--- src/wtba_pkg.sv ---
// ----------------------------------------------------------------------------
// wtba_pkg: shared constants for the weighted threshold buffer admission block
// Field widths, register indexes, command and error codes, reset values.
// ----------------------------------------------------------------------------
package wtba_pkg;

    // default sizing of the top level
    localparam int FIFO_DEPTH_DEF  = 256;
    localparam int OCTET_WIDTH_DEF = 24;
    localparam int TIME_WIDTH_DEF  = 32;

    // fixed field widths
    localparam int LEN_W     = 16;
    localparam int NOW_W     = 32;
    localparam int CFG_OCT_W = 24;
    localparam int Z_W       = 16;
    localparam int HOST_W    = 8;
    localparam int SOJ_W     = 32;
    localparam int OUT_OCT_W = 24;
    localparam int OUT_PKT_W = 9;
    localparam int DROP_W    = 32;
    localparam int ERR_W     = 2;
    localparam int DIGIT_W   = 8;

    // stream packing
    localparam int IN_TDATA_W   = LEN_W + NOW_W;
    localparam int IN_TUSER_W   = 2;
    localparam int OUT_FIELDS_W = 1 + 1 + LEN_W + 1 + SOJ_W + OUT_OCT_W + OUT_PKT_W
                                  + DROP_W + DROP_W + ERR_W;
    localparam int OUT_TDATA_W  = ((OUT_FIELDS_W + 7) / 8) * 8;
    localparam int OUT_PAD_W    = OUT_TDATA_W - OUT_FIELDS_W;

    // configuration port
    localparam int CFG_IDX_W  = 3;
    localparam int CFG_DATA_W = 24;
    localparam logic [CFG_IDX_W-1:0] CFG_BUFFER_OCTETS     = 3'd0;
    localparam logic [CFG_IDX_W-1:0] CFG_DISCARD_THRESHOLD = 3'd1;
    localparam logic [CFG_IDX_W-1:0] CFG_Z_FRACTION        = 3'd2;
    localparam logic [CFG_IDX_W-1:0] CFG_HOST_COUNT        = 3'd3;
    localparam logic [CFG_IDX_W-1:0] CFG_BATCH_HOST_COUNT  = 3'd4;

    localparam logic [CFG_OCT_W-1:0] BUFFER_OCTETS_RST     = 24'd41984;
    localparam logic [CFG_OCT_W-1:0] DISCARD_THRESHOLD_RST = 24'd31488;
    localparam logic [Z_W-1:0]       Z_FRACTION_RST        = 16'd62259;
    localparam logic [HOST_W-1:0]    HOST_COUNT_RST        = 8'd10;
    localparam logic [HOST_W-1:0]    BATCH_HOST_COUNT_RST  = 8'd1;

    // commands and error codes
    localparam logic CMD_ARRIVAL = 1'b0;
    localparam logic CMD_DEPART  = 1'b1;

    localparam logic [ERR_W-1:0] ERR_NONE  = 2'd0;
    localparam logic [ERR_W-1:0] ERR_EMPTY = 2'd1;
    localparam logic [ERR_W-1:0] ERR_FULL  = 2'd2;

endpackage

--- src/wtba_mul.sv ---
// ----------------------------------------------------------------------------
// wtba_mul: shared iterative multiplier
// Multiplies a wide operand by a narrow factor, one 8-bit factor digit per
// cycle, most significant digit first (Horner form).
// ----------------------------------------------------------------------------
module wtba_mul #(
    parameter int ACC_W = 72,
    parameter int FAC_W = 24
) (
    input  logic             clk,
    input  logic             rst_n,
    input  logic             start,
    input  logic [ACC_W-1:0] mcand,
    input  logic [FAC_W-1:0] factor,
    output logic [ACC_W-1:0] prod,
    output logic             done
);

    localparam int DIG_N     = (FAC_W + wtba_pkg::DIGIT_W - 1) / wtba_pkg::DIGIT_W;
    localparam int FAC_PAD_W = DIG_N * wtba_pkg::DIGIT_W;
    localparam int CNT_W     = $clog2(DIG_N + 1);

    logic [ACC_W-1:0]             mcand_reg, mcand_next;
    logic [FAC_PAD_W-1:0]         fac_reg, fac_next;
    logic [ACC_W-1:0]             prod_reg, prod_next;
    logic [CNT_W-1:0]             cnt_reg, cnt_next;
    logic                         done_reg, done_next;
    logic [wtba_pkg::DIGIT_W-1:0] digit;
    logic [ACC_W-1:0]             partial;

    always_comb
    begin
        digit      = fac_reg[FAC_PAD_W-1 -: wtba_pkg::DIGIT_W];
        partial    = mcand_reg * ACC_W'(digit);
        mcand_next = mcand_reg;
        fac_next   = fac_reg;
        prod_next  = prod_reg;
        cnt_next   = cnt_reg;
        done_next  = 1'b0;
        if (start)
        begin
            mcand_next = mcand;
            fac_next   = FAC_PAD_W'(factor);
            prod_next  = '0;
            cnt_next   = CNT_W'(DIG_N);
        end
        else if (cnt_reg != '0)
        begin
            prod_next = (prod_reg << wtba_pkg::DIGIT_W) + partial;
            fac_next  = fac_reg << wtba_pkg::DIGIT_W;
            cnt_next  = cnt_reg - CNT_W'(1);
            done_next = (cnt_reg == CNT_W'(1));
        end
    end

    always_ff @(posedge clk or negedge rst_n)
    begin
        if (!rst_n)
        begin
            cnt_reg  <= '0;
            done_reg <= 1'b0;
        end
        else
        begin
            cnt_reg  <= cnt_next;
            done_reg <= done_next;
        end
    end

    always_ff @(posedge clk)
    begin
        mcand_reg <= mcand_next;
        fac_reg   <= fac_next;
        prod_reg  <= prod_next;
    end

    assign prod = prod_reg;
    assign done = done_reg;

endmodule

--- config.mk ---
export PLATFORM = sky130hd
export DESIGN_NAME = wtba_mul
export DESIGN_NICKNAME = d
export VERILOG_FILES = /design/src/wtba_pkg.sv /design/src/wtba_mul.sv
export SDC_FILE = /design/constraint.sdc
export NUM_CORES = 1
export LEC_CHECK = 0
export ABC_AREA = 1
export BUFFER_PORTS_ARGS = -buffer_cell sky130_fd_sc_hd__buf_2
export CAP_MARGIN = 20
export CORE_AREA = 4 4 218 220
export CTS_BUF_LIST = sky130_fd_sc_hd__clkbuf_8
export CTS_CLUSTER_SIZE = 30
export DETAILED_ROUTE_END_ITERATION = 10
export DIE_AREA = 0 0 222 224
export PLACE_DENSITY = 0.85
export REMOVE_ABC_BUFFERS = 1
export SLEW_MARGIN = 20
export SYNTH_ARGS = -nofsm -noshare
export SYNTH_HDL_FRONTEND = slang
export SYNTH_SLANG_ARGS = --single-unit
--- constraint.sdc ---
create_clock -name clk -period 13.6 [get_ports clk]
set_clock_uncertainty 0.2 [all_clocks]
set_input_delay 0.68 -clock clk [delete_from_list [all_inputs] [get_ports clk]]
set_output_delay 0.68 -clock clk [all_outputs]
set_load 0.005 [all_outputs]
==> flow_summary.yaml <==
yosys:
  post_synth.cell_area_avg_um2: 7.15
  synthesis.area_um2: 27200
  synth_seq_cells: 171
  synthCells: 3804
  yosys_warnings: 0
  synthDistinctLibCells: 36
  ys_seq_area_share_pct: 16.2
cells_and_area:
  drive_gt1_share_pct: 6.70
  final_cells: 4495
  final_common_cell: "inv_1"
  final_cell_mix: "inv_1, nand2_1, fa_1, buf_2, nor2_1"
  nets: 4525
  syn_to_final_growth_pct: 6.30
clock_network:
  cts_setup_buffers: 0
  clock_latency_ns: 0.63
  cts_tree: "built"
  cts-root-buf: "clkbuf_8"
  clk_pin_slew_worst_paths_ns: 0.11
  htreeDepth: 4
  cts.sinks: 171
  clockBufferDepth: 2
  cts_made_buffers: 17
timing:
  hold_ws_ns: 0.0444
  final_max_slew_viol_count: 0
  setup_violations: 0
  max-slew-margin-rel_pct: 30.6
  tightestPinTransition_ns: 1.04
  fin_ws_ns: 7.68
  fmax_ghz: 0.169
  period_share_pct: 43.5
  min_period_ns: 5.92
  rsz0062_at_grt: "false"
  finalHoldViolCount: 0
  tns_ns: 0
setup_path:
  ff2ff_setup_slack_ns: 7.68
  r2r-end: "prod[59]"
  critical_path.top_delay_family: "adder cells"
  crit_buf_inv: 8
  critPathRequiredTime_ns: 13.91
  path_depth: 22
  crit_path_frequent_cell: "inv_1"
  critPathLaunchType: "register"
  cp_max_fo: 39
  r2r_start: "fac_reg[16]"
  cp_slowest_stage_delay_ns: 0.55
  critPathLaunch: "fac_reg[16]"
  crit_slowest_cell: "fa_1"
  endpoint_kind: "register"
  crit_type: "register to register"
  reg2regPathDepth: 22
  path_cells: "buf_4 -> buf_4 -> nand2_1 -> fa_1 -> inv_1 -> fa_1 -> fa_1 -> inv_1 -> fa_1 -> inv_1 -> ha_1 -> nand2_1 -> nor2_1 -> inv_1 -> nor2_1 -> inv_1 -> nor3_1 -> nand3_1 -> nand4_1 -> nand3_1 -> nand2_1 -> inv_1"
  critPathCapture: "prod[59]"
  critPathArrivalTime_ns: 6.23
drt:
  drtAntennaViolNets: 0
  drt-vias-per-instance: 5.12
  drt-total-wl_um: 73300
  dr_total_vias: 23000
  drc_errors: 0
  firstDrtPassIters: 6
  dr.first_iter.drc_count: 2087
  wl_per_cell_um: 16.3
global_routing:
  track_usage_pct: 30.5
  grt_util_met2_pct: 50.8
  busiest_layer: "met2"
  grt_use_met1_pct: 41.0
  overflow: 0
  grt_pass1_wl_um: 121000
  grt_pass1_vias: 23800
  antenna_found_initial: 1
  grt_max_degree: 86
  grt_use_met3_pct: 5.37
placement:
  placed_cells: 4439
  hpwl_um: 59200
  gp_congestion: 1.02
  port_buffers: 171
  place_ws_ns: 7.86
die:
  num_rows: 78
  fp.coreArea_um2: 45300
  die_h_um: 224
  initial_core_util_pct: 60.0
  die_x_um: 222
  floorplan.io_pins: 172
  dieArea_um2: 49700
flow_run:
  drv_cap: 0
worst_hold_path:
  hold_class: "input pin to register"
outcome:
  status: "finished, final reports clean"
[area by class of cell]
class,count,area [um^2]
flip-flops and latches,171,4400
clock buffers,17,234
well taps,600,751
fillers,4042,16400
inverters,1229,4610
repair buffers,209,1200
diodes,1,2.50
clock inverters,15,168
multi-input cells,2253,17500
[Yosys cell counts]
cell type,number,area [um^2]
inv_1,1221,4580
nand2_1,1122,4210
fa_1,459,9190
nor2_1,145,544
a21oi_1,132,661
nand3_1,107,536
edfxtp_1,96,2880
ha_1,86,1080
dfxtp_1,72,1440
clkbuf_1,68,255
o21ai_0,64,320
clkbuf_2,63,315
xor2_1,22,193
o21bai_1,21,158
nand4_1,19,119
buf_1,16,60.1
nand2_2,16,100
nor2_2,12,75.1
nor3_1,9,45.0
nor4_1,7,43.8
xnor2_1,7,61.3
o21ai_1,6,30.0
inv_2,5,18.8
o22ai_1,5,31.3
a21oi_2,4,35.0
buf_2,4,20.0
clkinv_1,3,11.3
dfrtp_1,3,75.1
nand3_2,3,30.0
a21o_1,1,7.51
a22oi_1,1,7.51
a31o_1,1,8.76
nand3b_1,1,7.51
nor2_4,1,11.3
o211ai_2,1,12.5
o21ai_2,1,8.76
[metal layers]
layer  wire [um]  up-vias
met3        6030      149
met1       30200    11000
met4        2140        0
li1            -    10800
met5           0        -
met2       34900     1036
[metrics by stage]
| step | area [um^2] | util, % |
|---|---|---|
| 3_5_place_dp | 28300 | 62.4 |
| 6_report | 28900 | 63.8 |
| 5_1_grt | 28900 | 63.8 |
| 2_1_floorplan | 26500 | - |
| 3_3_place_gp | 28300 | 62.4 |
| 4_1_cts | 28900 | 63.8 |
[cells by family after synthesis]
kind of cell	synth area share, %
AO/OA/AOI/OAI	4.71
XOR/XNOR	0.934
adder cells (fa/ha/maj)	37.8
buffers and inverters	19.4
flip-flops	16.2
AND/OR/NAND/NOR	21.1
[repair_timing]
action                    4_1_cts  5_1_grt
resized for setup               0        0
hold endpoints to repair       25        0
hold buffers                   23        0
[how the worst min path moves through the flow]
stage	to	cells past startpoint	slack, ns	from
after floorplan	cnt_reg[0]	0	0.18	rst_n
after global placement	done	1	0.29	rst_n
after detailed placement	done	1	0.29	rst_n
after CTS	mcand_reg[47]	1	0.0001	mcand[47]
after global routing	mcand_reg[69]	1	0.01	mcand[69]
final	mcand_reg[8]	1	0.04	mcand[8]
Power is not shown: default switching activity piles up to over one toggle a cycle in this logic, so the estimate is an artifact.
